$ cat src/hdl/cws_pkg.sv
// ----------------------------------------------------------------------------
// cws_pkg
// Types and character constants for the comment and whitespace stripper.
// ----------------------------------------------------------------------------
package cws_pkg;

    localparam logic [7:0] CH_NUL   = 8'h00;
    localparam logic [7:0] CH_LF    = 8'h0A;
    localparam logic [7:0] CH_CR    = 8'h0D;
    localparam logic [7:0] CH_SPACE = 8'h20;
    localparam logic [7:0] CH_QUOTE = 8'h22;
    localparam logic [7:0] CH_STAR  = 8'h2A;
    localparam logic [7:0] CH_SLASH = 8'h2F;
    localparam logic [7:0] CH_BSL   = 8'h5C;

    // Results one item can produce: separator, held byte, and one more.
    localparam int RES_SLOTS = 3;

    typedef enum logic [3:0] {
        MODE_TOK        = 4'd0,
        MODE_SLASH      = 4'd1,
        MODE_LINE       = 4'd2,
        MODE_BLOCK      = 4'd3,
        MODE_BLOCK_STAR = 4'd4,
        MODE_QUOTE      = 4'd5,
        MODE_BSL        = 4'd6,
        MODE_BSL_CR     = 4'd7,
        MODE_WORD       = 4'd8
    } t_mode;

    typedef enum logic [1:0] {
        SEP_NONE    = 2'd0,
        SEP_SPACE   = 2'd1,
        SEP_NEWLINE = 2'd2
    } t_sep;

    // What one token-level byte does: new mode and separator, whether the
    // old separator is emitted first, and whether the byte itself is copied.
    typedef struct packed {
        t_mode mode;
        t_sep  sep;
        logic  flush;
        logic  put;
    } t_act;

endpackage

$ cat src/hdl/comment_whitespace_stripper.sv
// ----------------------------------------------------------------------------
// comment_whitespace_stripper
// Removes comments and collapses whitespace in a byte stream of C-like text.
// ----------------------------------------------------------------------------
// The block takes one text byte per item and decides it in the cycle it is
// accepted. It writes the zero to three result items that the byte causes
// into a small result register. They leave one per cycle while i_stall is
// low, starting the cycle after the byte is taken. An input item whose
// results are one or none is followed by the next in the following cycle
// when the output is not stalled, so ordinary text then streams at one byte
// per cycle. Some bytes have two or three results: a byte that releases held
// lookahead (a slash or backslash that turned out not to start a comment or
// a line splice, or the end of string), and a token byte that first emits a
// pending separator. Such a byte occupies the result register until its last
// result leaves, and the input stalls until that last result is taken. A zero
// byte ends the string, gives one end item carrying the saturating output
// count, and returns the block to its reset state.
module comment_whitespace_stripper (
    input  logic        i_clk,
    input  logic        i_rst_n,
    input  logic        i_valid,
    output logic        o_stall,
    input  logic [7:0]  i_in_byte,
    output logic        o_valid,
    input  logic        i_stall,
    output logic [7:0]  o_out_byte,
    output logic        o_is_end,
    output logic [15:0] o_out_count
);
    import cws_pkg::*;

    // Scan state.
    t_mode       r_mode, n_mode;
    t_sep        r_sep,  n_sep;
    logic [15:0] r_cnt,  n_cnt;

    // Result register: up to three results of the last accepted item.
    logic [7:0]  r_byte [RES_SLOTS];
    logic [7:0]  n_byte [RES_SLOTS];
    logic [1:0]  r_num,  n_num;
    logic [1:0]  r_idx;
    logic        r_end,  n_end;
    logic [15:0] r_gcnt;

    logic        in_acc, out_acc, free;
    logic [1:0]  k, nb;
    logic [16:0] sum;
    t_act        act;

    function automatic t_act tok_step(input t_sep s, input logic [7:0] c);
        t_act a;
        a.mode  = MODE_TOK;
        a.sep   = s;
        a.flush = 1'b0;
        a.put   = 1'b0;
        if (c <= CH_SPACE) begin
            if (c == CH_LF) begin
                a.sep = SEP_NEWLINE;
            end else if (s == SEP_NONE) begin
                a.sep = SEP_SPACE;
            end
        end else if (c == CH_SLASH) begin
            a.mode = MODE_SLASH;
        end else begin
            a.flush = 1'b1;
            a.sep   = SEP_NONE;
            if (c == CH_QUOTE) begin
                a.put  = 1'b1;
                a.mode = MODE_QUOTE;
            end else if (c == CH_BSL) begin
                a.mode = MODE_BSL;
            end else begin
                a.put  = 1'b1;
                a.mode = MODE_WORD;
            end
        end
        return a;
    endfunction

    function automatic t_act word_step(input t_sep s, input logic [7:0] c);
        t_act a;
        if (c <= CH_SPACE) begin
            a = tok_step(s, c);
        end else begin
            a.mode  = MODE_WORD;
            a.sep   = s;
            a.flush = 1'b0;
            a.put   = 1'b1;
        end
        return a;
    endfunction

    function automatic logic [7:0] sep_char(input t_sep s);
        return (s == SEP_NEWLINE) ? CH_LF : CH_SPACE;
    endfunction

    // The result register can be reloaded once its last result leaves.
    assign free    = (r_idx == r_num) || ((r_idx + 2'd1 == r_num) && !i_stall);
    assign o_stall = !free;
    assign in_acc  = i_valid && free;
    assign o_valid = (r_idx != r_num);
    assign out_acc = o_valid && !i_stall;

    always_comb begin
        case (r_idx)
            2'd0:    o_out_byte = r_byte[0];
            2'd1:    o_out_byte = r_byte[1];
            2'd2:    o_out_byte = r_byte[2];
            default: o_out_byte = CH_NUL;
        endcase
        o_is_end    = r_end && (r_idx + 2'd1 == r_num);
        o_out_count = o_is_end ? r_gcnt : 16'd0;
    end

    // Next scan state and the results of the byte at the input.
    always_comb begin
        n_mode = r_mode;
        n_sep  = r_sep;
        n_end  = 1'b0;
        k      = 2'd0;
        act    = '0;
        for (int j = 0; j < RES_SLOTS; j++) begin
            n_byte[j] = CH_NUL;
        end

        if (i_in_byte == CH_NUL) begin
            if (r_mode == MODE_SLASH) begin
                if (r_sep != SEP_NONE) begin
                    n_byte[k] = sep_char(r_sep);
                    k = k + 2'd1;
                end
                n_byte[k] = CH_SLASH;
                k = k + 2'd1;
            end else if (r_mode == MODE_BSL || r_mode == MODE_BSL_CR) begin
                n_byte[k] = CH_BSL;
                k = k + 2'd1;
            end
            n_end  = 1'b1;
            n_mode = MODE_TOK;
            n_sep  = SEP_NONE;
        end else begin
            unique case (r_mode) inside
                MODE_SLASH: begin
                    if (i_in_byte == CH_SLASH) begin
                        n_sep  = SEP_SPACE;
                        n_mode = MODE_LINE;
                    end else if (i_in_byte == CH_STAR) begin
                        n_sep  = SEP_SPACE;
                        n_mode = MODE_BLOCK;
                    end else begin
                        if (n_sep != SEP_NONE) begin
                            n_byte[k] = sep_char(n_sep);
                            k = k + 2'd1;
                        end
                        n_sep = SEP_NONE;
                        n_byte[k] = CH_SLASH;
                        k = k + 2'd1;
                        act = word_step(n_sep, i_in_byte);
                    end
                end
                MODE_LINE: begin
                    if (i_in_byte == CH_LF) begin
                        act = tok_step(n_sep, i_in_byte);
                    end else begin
                        act = '{mode: MODE_LINE, sep: n_sep, flush: 1'b0, put: 1'b0};
                    end
                end
                MODE_BLOCK, MODE_BLOCK_STAR: begin
                    if (r_mode == MODE_BLOCK_STAR && i_in_byte == CH_SLASH) begin
                        n_mode = MODE_TOK;
                    end else if (i_in_byte == CH_STAR) begin
                        n_mode = MODE_BLOCK_STAR;
                    end else begin
                        if (i_in_byte == CH_LF) begin
                            n_sep = SEP_NEWLINE;
                        end
                        n_mode = MODE_BLOCK;
                    end
                end
                MODE_QUOTE: begin
                    n_byte[k] = i_in_byte;
                    k = k + 2'd1;
                    if (i_in_byte == CH_QUOTE) begin
                        n_mode = MODE_TOK;
                    end
                end
                MODE_BSL: begin
                    if (i_in_byte == CH_LF) begin
                        n_mode = MODE_TOK;
                    end else if (i_in_byte == CH_CR) begin
                        n_mode = MODE_BSL_CR;
                    end else begin
                        n_byte[k] = CH_BSL;
                        k = k + 2'd1;
                        act = word_step(n_sep, i_in_byte);
                    end
                end
                MODE_BSL_CR: begin
                    if (i_in_byte == CH_LF) begin
                        n_mode = MODE_TOK;
                    end else begin
                        // The held CR becomes whitespace before this byte.
                        n_byte[k] = CH_BSL;
                        k = k + 2'd1;
                        act   = tok_step(n_sep, CH_CR);
                        n_sep = act.sep;
                        act   = tok_step(n_sep, i_in_byte);
                    end
                end
                MODE_WORD: begin
                    act = word_step(n_sep, i_in_byte);
                end
                default: begin
                    act = tok_step(n_sep, i_in_byte);
                end
            endcase

            // Apply a token-level step if one was taken above.
            if (r_mode == MODE_WORD || r_mode == MODE_LINE ||
                r_mode == MODE_TOK || r_mode > MODE_WORD ||
                (r_mode == MODE_SLASH && i_in_byte != CH_SLASH &&
                 i_in_byte != CH_STAR) ||
                (r_mode == MODE_BSL && i_in_byte != CH_LF && i_in_byte != CH_CR) ||
                (r_mode == MODE_BSL_CR && i_in_byte != CH_LF)) begin
                if (act.flush && n_sep != SEP_NONE) begin
                    n_byte[k] = sep_char(n_sep);
                    k = k + 2'd1;
                end
                if (act.put) begin
                    n_byte[k] = i_in_byte;
                    k = k + 2'd1;
                end
                n_sep  = act.sep;
                n_mode = act.mode;
            end
        end

        nb    = k;
        n_num = n_end ? k + 2'd1 : k;
        sum   = {1'b0, r_cnt} + {15'd0, nb};
        n_cnt = sum[16] ? 16'hFFFF : sum[15:0];
    end

    always_ff @(posedge i_clk) begin
        if (!i_rst_n) begin
            r_mode <= MODE_TOK;
            r_sep  <= SEP_NONE;
            r_cnt  <= 16'd0;
            r_num  <= 2'd0;
            r_idx  <= 2'd0;
            r_end  <= 1'b0;
        end else if (in_acc) begin
            r_mode <= n_mode;
            r_sep  <= n_sep;
            r_cnt  <= n_end ? 16'd0 : n_cnt;
            r_num  <= n_num;
            r_idx  <= 2'd0;
            r_end  <= n_end;
        end else if (out_acc) begin
            r_idx <= r_idx + 2'd1;
        end
    end

    always_ff @(posedge i_clk) begin
        if (in_acc) begin
            for (int j = 0; j < RES_SLOTS; j++) begin
                r_byte[j] <= n_byte[j];
            end
            r_gcnt <= n_cnt;
        end
    end

`ifndef ASSERT_OFF
    a_idx_in_range: assert property (@(posedge i_clk) disable iff (!i_rst_n)
        r_idx <= r_num)
        else $error("result index ran past the number of results");

    a_end_resets: assert property (@(posedge i_clk) disable iff (!i_rst_n)
        in_acc && i_in_byte == CH_NUL |=>
            r_mode == MODE_TOK && r_sep == SEP_NONE && r_cnt == 16'd0)
        else $error("end of string did not return the scanner to reset state");

    a_end_byte_zero: assert property (@(posedge i_clk) disable iff (!i_rst_n)
        o_valid && o_is_end |-> o_out_byte == CH_NUL)
        else $error("end item carries a nonzero byte");

    a_text_count_zero: assert property (@(posedge i_clk) disable iff (!i_rst_n)
        o_valid && !o_is_end |-> o_out_count == 16'd0)
        else $error("text item carries a count");
`endif

endmodule
$ cat config.mk
export PLATFORM = sky130hd
export DESIGN_NAME = comment_whitespace_stripper
export DESIGN_NICKNAME = d
export VERILOG_FILES = /design/src/hdl/cws_pkg.sv /design/src/hdl/comment_whitespace_stripper.sv
export SDC_FILE = /design/constraint.sdc
export NUM_CORES = 1
export LEC_CHECK = 0
export ABC_AREA = 1
export BUFFER_PORTS_ARGS = -buffer_cell sky130_fd_sc_hd__buf_2
export CORE_MARGIN = 10
export CORE_UTILIZATION = 25
export CTS_BUF_LIST = sky130_fd_sc_hd__clkbuf_8
export CTS_CLUSTER_SIZE = 8
export DETAILED_ROUTE_END_ITERATION = 8
export HOLD_SLACK_MARGIN = 0.1
export PLACE_DENSITY = 0.49
export SETUP_SLACK_MARGIN = 0.3
export SLEW_MARGIN = 20
export SYNTH_ARGS = -nofsm -noshare
export SYNTH_HDL_FRONTEND = slang
export SYNTH_SLANG_ARGS = --single-unit
export TNS_END_PERCENT = 100
$ cat constraint.sdc
create_clock -name i_clk -period 12.1 [get_ports i_clk]
set_input_delay 2.42 -clock i_clk [delete_from_list [all_inputs] [get_ports i_clk]]
set_output_delay 2.42 -clock i_clk [all_outputs]
set_load 0.02 [all_outputs]
Word-level counts from Yosys, hierarchy flattened:

Memories as Yosys holds them, arrays and structs flattened.
Index checks and enable logic that the tools add are counted.

* add/sub/neg operators: 7
* $lt $le $gt $ge: 10
* equal/unequal tests: 32
* multiplexer cells: 119
* bitwise operators: 11
* reduce and logical (&&, ||, !) cells: 38

Operators by type and width (number)
* 2-to-1 mux 24 bit: 8
* 2-to-1 mux 8 bit: 22
* 2-to-1 mux 16 bit: 6
* 2-to-1 mux 2 bit: 37
* demux 8 bit (select 2 bit): 4
* 2-to-1 mux 4 bit: 14
* bitwise mux 24 bit: 2
* case mux 8 bit (6 select lines): 1
* case mux 8 bit (4 select lines): 1
* OR 15 bit: 2
* 2-to-1 mux 7 bit: 4
* == test 8 x 6 -> 1 bit, second input constant: 3
* case mux 8 bit (3 select lines): 1
* case mux 4 bit (5 select lines): 1
* AND 9 bit: 2
* 2-to-1 mux 6 bit: 3
* NOT 9 bit: 2
* adder 16 x 2 -> 17 bit: 1
* == test 4 x 3 -> 1 bit, second input constant: 4
* == test 8 x 4 -> 1 bit, second input constant: 2
* != test 8 x 4 -> 1 bit, second input constant: 2
* != test 8 x 6 -> 1 bit, second input constant: 2
* logical AND 1 bit: 15
* adder 2 x 1 -> 2 bit, second input constant: 6
* 35 further kinds: 72

* register bits: 43
* bits in writable memories: 24
* bits of input ports: 12
* word-level logic and storage cells: 225
* memories kept: 1

Memories
* r_byte: depth 3, width 8, read ports 3, clocked after memory_dff 0, write ports 3, RTL line comment_whitespace_stripper.sv:38 `logic [7:0] r_byte [RES_SLOTS];`

Longest topological paths before layout:

Gate-level depths: netlist of the first run.

* word-level depth: 25
* gate-level depth with buffers: 29
* depth with buffers taken out: 29

Worst setup path after synthesis of the first run:

No wires, ideal clock.

* path type: input -> register
* start: in i_in_byte[6]
* end: reg r_gcnt[10], data pin
* setup time: 273 ps
* arrival: 5427 ps
* required time: 11827 ps
* slack: 6400 ps
* stages: 26
* path buffers: 0
* cell sequence: inv_2 > nand2_4 > nor2_2 > nand2_4 > nand2_2 > nand3_2 > nor2_4 > ha_1 > nand3_1 > nand2_1 > inv_1 > ha_1 > inv_1 > a21oi_1 > nand2_1 > nand2_1 > inv_1 > fa_1 > nand3_1 > inv_1 > nand3_1 > nor3_1 > inv_1 > nor3_1 > or2_2 > nand3_1

* longest elaborated chain between the ends: 17
* elaborated cells on any way between the ends: 65

Ends and longest elaborated chain
* start, declared: RTL line comment_whitespace_stripper.sv:23 `input logic [7:0] i_in_byte,`
* branches (longest 14 deep; another with less-or-equal comparator 8 x 6 -> 1 bit)
* 2-to-1 mux 2 bit (*): RTL line comment_whitespace_stripper.sv:126 `if (i_in_byte == CH_NUL) begin`
* adder 16 x 2 -> 17 bit (*): RTL line comment_whitespace_stripper.sv:240 `sum = {1'b0, r_cnt} + {15'd0, nb};`
* 2-to-1 mux 16 bit (*): RTL line comment_whitespace_stripper.sv:241 `n_cnt = sum[16] ? 16'hFFFF : sum[15:0];`
* named net n_cnt[10]: RTL line comment_whitespace_stripper.sv:35 `logic [15:0] r_cnt, n_cnt;`
* end signal, assigned: RTL line comment_whitespace_stripper.sv:269 `r_gcnt <= n_cnt;`
* end, declared: RTL line comment_whitespace_stripper.sv:43 `logic [15:0] r_gcnt;`

Mark *: on every way through the listed nets, which the timed path passes. The select of a mux whose other input is x is not followed.
A chain may end at the register's enable or synchronous reset.

Worst setup path after layout of the first run:

* start: in i_in_byte[0]
* end: reg r_cnt[10]

* longest elaborated chain between the ends: 18
* elaborated cells on any way between the ends: 67

Ends and longest elaborated chain
* branches (longest 14 deep; another with less-or-equal comparator 8 x 6 -> 1 bit)
* 2-to-1 mux 2 bit (*): RTL line comment_whitespace_stripper.sv:126
* adder 16 x 2 -> 17 bit (*): RTL line comment_whitespace_stripper.sv:240
* 2-to-1 mux 16 bit (*): RTL line comment_whitespace_stripper.sv:241
* named net n_cnt[10]: RTL line comment_whitespace_stripper.sv:35
* 2-to-1 mux 16 bit (*): RTL line comment_whitespace_stripper.sv:255 `r_cnt <= n_end ? 16'd0 : n_cnt;`
* end signal, assigned: RTL line comment_whitespace_stripper.sv:255
* end, declared: RTL line comment_whitespace_stripper.sv:35

Marked as above.

==> results of run 1 <==
## stage by stage
step / area, um^2 / utilization / instances / hold slack [ns]
2_1_floorplan: 4390 / - / 592 / 0.435
3_3_place_gp: 4810 / 0.279 / 846 / 0.456
3_5_place_dp: 4810 / 0.279 / 846 / 0.461
4_1_cts: 5000 / 0.290 / 862 / 0.481
5_1_grt: 5000 / 0.290 / 862 / 0.513
6_report: 5000 / 0.290 / 862 / 0.478
## power by group through the flow
stage | clock [mW] | sequential [mW] | combinational [mW]
final | 0.188 | 0.377 | 0.583
after global routing | 0.205 | 0.384 | 0.658
after CTS | 0.194 | 0.378 | 0.590
after detailed placement | 0 | 0.382 | 0.587
after global placement | 0 | 0.382 | 0.596
after floorplan | 0 | 0.370 | 0.443
## path summary, 6_finish.rpt
| path | from | endpoint |
|---|---|---|
| max reg2reg | r_mode[3]$_SDFFE_PN0P_ | r_cnt[10]$_SDFFE_PN0P_ |
| max | i_in_byte[0] | r_cnt[10]$_SDFFE_PN0P_ |
| min | r_cnt[0]$_SDFFE_PN0P_ | r_cnt[0]$_SDFFE_PN0P_ |
| min reg2reg | r_cnt[0]$_SDFFE_PN0P_ | r_cnt[0]$_SDFFE_PN0P_ |
## critical path: stages
cell and delay (ns):
buf_2 0.13, inv_2 0.10, nand2_1 0.08, nor2_2 0.24, nand2_4 0.12, nand2_2 0.15, nand3_2 0.11, nor2_4 0.17
ha_1 0.26, nand3_1 0.08, nand2_1 0.08, inv_1 0.10, ha_1 0.23, inv_1 0.05, a21oi_1 0.05, nand2_1 0.10
nand2_1 0.06, inv_1 0.09, fa_1 0.22, nand3_1 0.12, inv_1 0.10, nand3_1 0.10, nor3_1 0.45, nand3_1 0.39
nand3_1 0.24, nand3_1 0.09, o21ai_0 0.08
## layer usage
layer,vias up,part of all wire
li1,2019,-
met3,17,0.045
met5,-,0
met1,1720,0.48
met2,93,0.46
met4,0,0.019
## cell type report
type / count / share of cell area
timing repair buffer: 38 / 0.0380
sequential: 67 / 0.348
multi-input combinational: 411 / 0.440
inverter: 105 / 0.0796
clock inverter: 7 / 0.0130
clock buffer: 9 / 0.0248
tap: 225 / 0.0563
## layout by cell type (no fill, tap or decap), types with 2 or more instances in the layout
master,Yosys,final
a21oi_2,4,4
nand2_2,10,10
inv_4,1,3
clkbuf_8,0,9
o22ai_1,11,11
xor2_1,7,7
nor2_2,7,7
clkinv_1,1,2
a21oi_1,31,31
o21ai_2,3,3
ha_1,12,12
a31oi_1,3,3
nand4_1,8,8
nand2_1,118,118
nor3_1,18,18
nand3b_1,3,3
dfxtp_1,27,27
edfxtp_1,40,40
inv_2,16,16
nand2_4,7,7
o21ai_0,32,32
nand3_1,51,51
clkinv_2,1,3
nor2_4,5,5
or2_2,2,2
nor2_1,60,60
nand3_2,6,6
o31ai_1,2,2
inv_1,86,86
buf_2,2,38
## flip-flops by register name (all words and copies together), names as in the netlist
register and count:
r_byte 24, r_cnt 16, r_gcnt 16, r_mode 4
r_idx 2, r_num 2, r_sep 2, r_end 1
## logic make-up after synthesis
family          count (synthesis)  synth area share
buf+inv                       114             0.102
fa+ha+maj                      13            0.0387
xor+xnor                        7            0.0140
compound gates                 90             0.116
simple gates                  301             0.333
flops                          67             0.397
==> impl_results.md, run 1 <==
- Final hold violations: 0
- Initial antenna violation count: 0
- Met3 usage: 0.0226
- Net Sw Frac: 0.466
- Most common cell in the synthesized netlist: nand2_1
- Hold Path Depth: 2
- Relative slew slack: 0.332
- H-tree depth: 3
- Starting Density: 0.255
- Largest net degree at the start of global routing: 46
- Startpoint types: input pin
- Worst-path clk slew: 0.08 ns
- I/O pin total: 39
- Critical path class: input pin to flop
- Post-synth top area cell: edfxtp_1
- WL/cell: 13.7 um
- Critical path arrival: 6.42 ns
- CTS Buf Count: 9
- Ys async rst share: 0
- Final Max Tran Viols: 0
- Die Wd: 153 um
- Setup slack after placement: 5.69 ns
- Post-CTS Repair Setup Buffers: 0
- FMAX: about 0.16 GHz
- Grt ovf: 0
- Post-synth EDFFs: 40
- Worst setup EP type: flop
- Area growth from synthesis to layout: 13.9%
- Clock Skew: 0.0117 ns
- Worst-Margin Slew: 1.00 ns
- Internal power: 0.613 mW
- Footprint of the multi-input gates: about 2200 um^2
- Peak VDD IR: 0.0738 mV
- Post-Syn Area per Cell: 7.42 um^2
- Setup WS post-layout: 5.97 ns
- Drt first pass iters: 4
- Top-area cell type share of the netlist area: 0.274
- Via count: 3,849
- Period utilization: 0.507
- Vias/cell: 4.47
- Most Crowded Layer GR: met2
- Worst EP required: approximately 12 ns
- Synth Warn #: 0
- M1 GR Usage: 0.128
- Seq cells post-synth: 67
- Layout cells sized above 1: 0.185
- Unrepaired setup endpoints after global routing: false
- Final nets: 657
- Final Power: 1.15 mW
- Max-cap viol count: 0
- Lkg Pwr: 2.28 nW
- Global-route wire length before repair: slightly below 20 mm
- Initial DRC Count: 241
- # hold bufs at CTS: 0
- Filler cell count: 1,865
- Mapped Area: 4390 um^2
- # setup viols final: 0
- Gpl congestion: approximately 0.93
- Vias in the first global route: about 3,800
- CTS-repair resized insts: 0
- Outcome: completed
- Worst R2R Setup Slack: ~7.7 ns
- Min Tclk post-route: 6.13 ns
- CTS Sinks: 67
- DRC errors left: 0
- Worst-path fanout max: 7
- Synth cell types: 42
- Ys flop type: edfxtp_1
- Die Span Y: between 150 and 200 um
- Skew-Pair Late Insertion Delay: 0.36 ns
- Total wire length: 11.8 mm
- Synth Instances: 592
- Max Root-Sink Buffers: 2
- Post-route ant nets: 0
- CTS tree: yes
- Clock Power Share: 0.164
- Combinational power share: 0.508
- Root buffer cell: clkbuf_8
- Reg area: 1740 um^2
- Min-Delay Path Class: flop to flop
- Synth cell count leaders: 118 x nand2_1, 86 x inv_1, 60 x nor2_1, 51 x nand3_1, 40 x edfxtp_1
- IO Port Bufs: 38
- Register share of total power: 0.328
- GRT Total Usage: 0.101
- PwrDens: 230 nW/um^2
- Row count: 48
- Post-Syn Nets: 617
- Ant. Diodes: 0
- Seq/Total Area, Yosys: 0.397
- Final HPWL DP: 8.92 mm
- Ranking of synthesized cells by area: edfxtp_1 27%, dfxtp_1 12%, nand2_1 10%
- R2R depth: 25
- Core box area: 17,200 um^2
- Net Switching: 0.535 mW
- TNS Setup: 0 ns
- Met2 track demand over resource: 0.163
- Total die area: 23,300 um^2
No activity file was read; power rests on OpenSTA's default activity.
==> inputs of run 2 (changes only) <==
clock period = 6.3 ns   (was 12.1 ns; I/O delays follow)
==> impl_results.md, run 2 (synthesis results as in run 1) <==
- Core box area: between 15,000 and 20,000 um^2
- Unrepaired setup endpoints after global routing: false
- Total die area: 23,300 um^2
- Final HPWL DP: around 9.0 mm
- # hold bufs at CTS: 0
- FMAX: 0.206 GHz
- Area growth from synthesis to layout: 14.1%
- Via count: slightly below 4,000
- Vias in the first global route: between 3,000 and 4,000
- Critical path arrival: 5.15 ns
- PwrDens: 445 nW/um^2
- Layout cells sized above 1: 0.187
- Skew-Pair Late Insertion Delay: 0.36 ns
- H-tree depth: 3
- Top layer in use: met5
- Ant. Diodes: 0
- Commonest cells after routing, fill and taps aside: 118 x nand2_1, 86 x inv_1, 60 x nor2_1
- Final nets: 657
- Clock Skew: about 0.013 ns
- TNS Setup: 0 ns
- Met2 wire len: about 5.4 mm
- Setup slack after placement: about 1.1 ns
- Worst setup EP type: flop
- Commonest non-fill, non-tap cell in the layout: nand2_1
- Fin util: 0.291
- CTS-repair resized insts: 0
- Peak VDD IR: 0.183 mV
- Final hold violations: 0
- Min-Delay Path Class: flop to flop
- Top Registers: r_byte (24), r_cnt (16), r_gcnt (16)
- Die Wd: 153 um
- Wl on met1: 5.93 mm
- Lkg Pwr: 2.29 nW
- GRT Total Usage: 0.103
- Grt ovf: 0
- Gpl congestion: 0.933
- Row count: between 40 and 50
- WL/cell: 13.9 um
- Vias/cell: 4.46
- Max Root-Sink Buffers: 2
- Root buffer cell: clkbuf_8
- Register name with the most flops: r_byte
- Worst-path clk slew: 0.08 ns
- Dpl cell area: between 4000 and 5000 um^2
- Final Max Tran Viols: 0
- Worst EP required: 6.58 ns
- Initial antenna violation count: 1
- Global-route wire length before repair: between 15 and 20 mm
- Total wire length: between 10 and 15 mm
- Max-cap viol count: 0
- Critical path class: input pin to flop
- DRC errors left: 0
- Worst-path fanout max: 7
- Startpoint types: input pin
- CTS tree: yes
- Max reg flops: 24
- Outcome: completed
- Starting Density: 0.255
- Fin Hold WS: about 0.48 ns
- Min Tclk post-route: 4.87 ns
- Relative slew slack: 0.321
- Met3 WL post-DR: 402 um
- # setup viols final: 0
- IO Port Bufs: 38
- Drt first pass iters: 5
- I/O pin total: 39
- CTS Buf Count: 9
- Period utilization: 0.772
- Die Span Y: 153 um
- Layout Cells excl Fill: roughly 860
- Post-CTS Repair Setup Buffers: 0
- Post-Place Cells: 846
- Final Power: 2.23 mW
- Largest net degree at the start of global routing: 46
- Setup WS post-layout: 1.43 ns
- Worst-Margin Slew: 1.02 ns
- CTS Sinks: 67
- Design area: 5010 um^2
- Post-route ant nets: 0
- Initial DRC Count: 194
[run 2: critical path, stage by stage]
cell	delay, ns
buf_2	0.13
inv_2	0.10
nand2_1	0.09
nor2_2	0.24
nand2_4	0.12
nand2_2	0.15
nand3_2	0.12
nor2_4	0.18
ha_1	0.26
nand3_1	0.08
nand2_1	0.08
inv_1	0.08
ha_1	0.22
inv_1	0.05
a21oi_1	0.05
nand2_1	0.10
nand2_1	0.06
inv_1	0.09
fa_1	0.22
nand3_1	0.11
inv_1	0.09
nand3_1	0.10
nor3_1	0.40
nand3_1	0.35
nand3_1	0.24
nand3_1	0.08
o21ai_0	0.09
[run 2: layout make-up]
type | count | area (um^2)
clock inverter | 6 | 61.3
fill | 1872 | 12200
inverter | 105 | 398
multi-input combinational | 411 | 2200
sequential | 67 | 1740
timing repair buffer | 38 | 190
clock buffer | 10 | 138
tap | 225 | 282
[run 2: worst paths after layout]
path	startpoint	endpoint	slack, ns	cells after the start
worst max register to register	r_mode[3]$_SDFFE_PN0P_	r_cnt[10]$_SDFFE_PN0P_	1.96	25
worst max-delay path	i_in_byte[0]	r_cnt[10]$_SDFFE_PN0P_	1.43	27
worst min-delay path	r_cnt[0]$_SDFFE_PN0P_	r_cnt[0]$_SDFFE_PN0P_	0.48	2
worst min register to register	r_cnt[0]$_SDFFE_PN0P_	r_cnt[0]$_SDFFE_PN0P_	0.48	2
[run 2: where the power goes]
part           switching, mW  internal, mW
logic                  0.797         0.335
clock network          0.183         0.194
registers             0.0600         0.662
[run 2: routing by layer]
layer,track usage,vias up
li1,-,2020
met1,0.133,1732
met2,0.164,67
met3,0.0226,20
met4,0.0418,2
met5,0,-
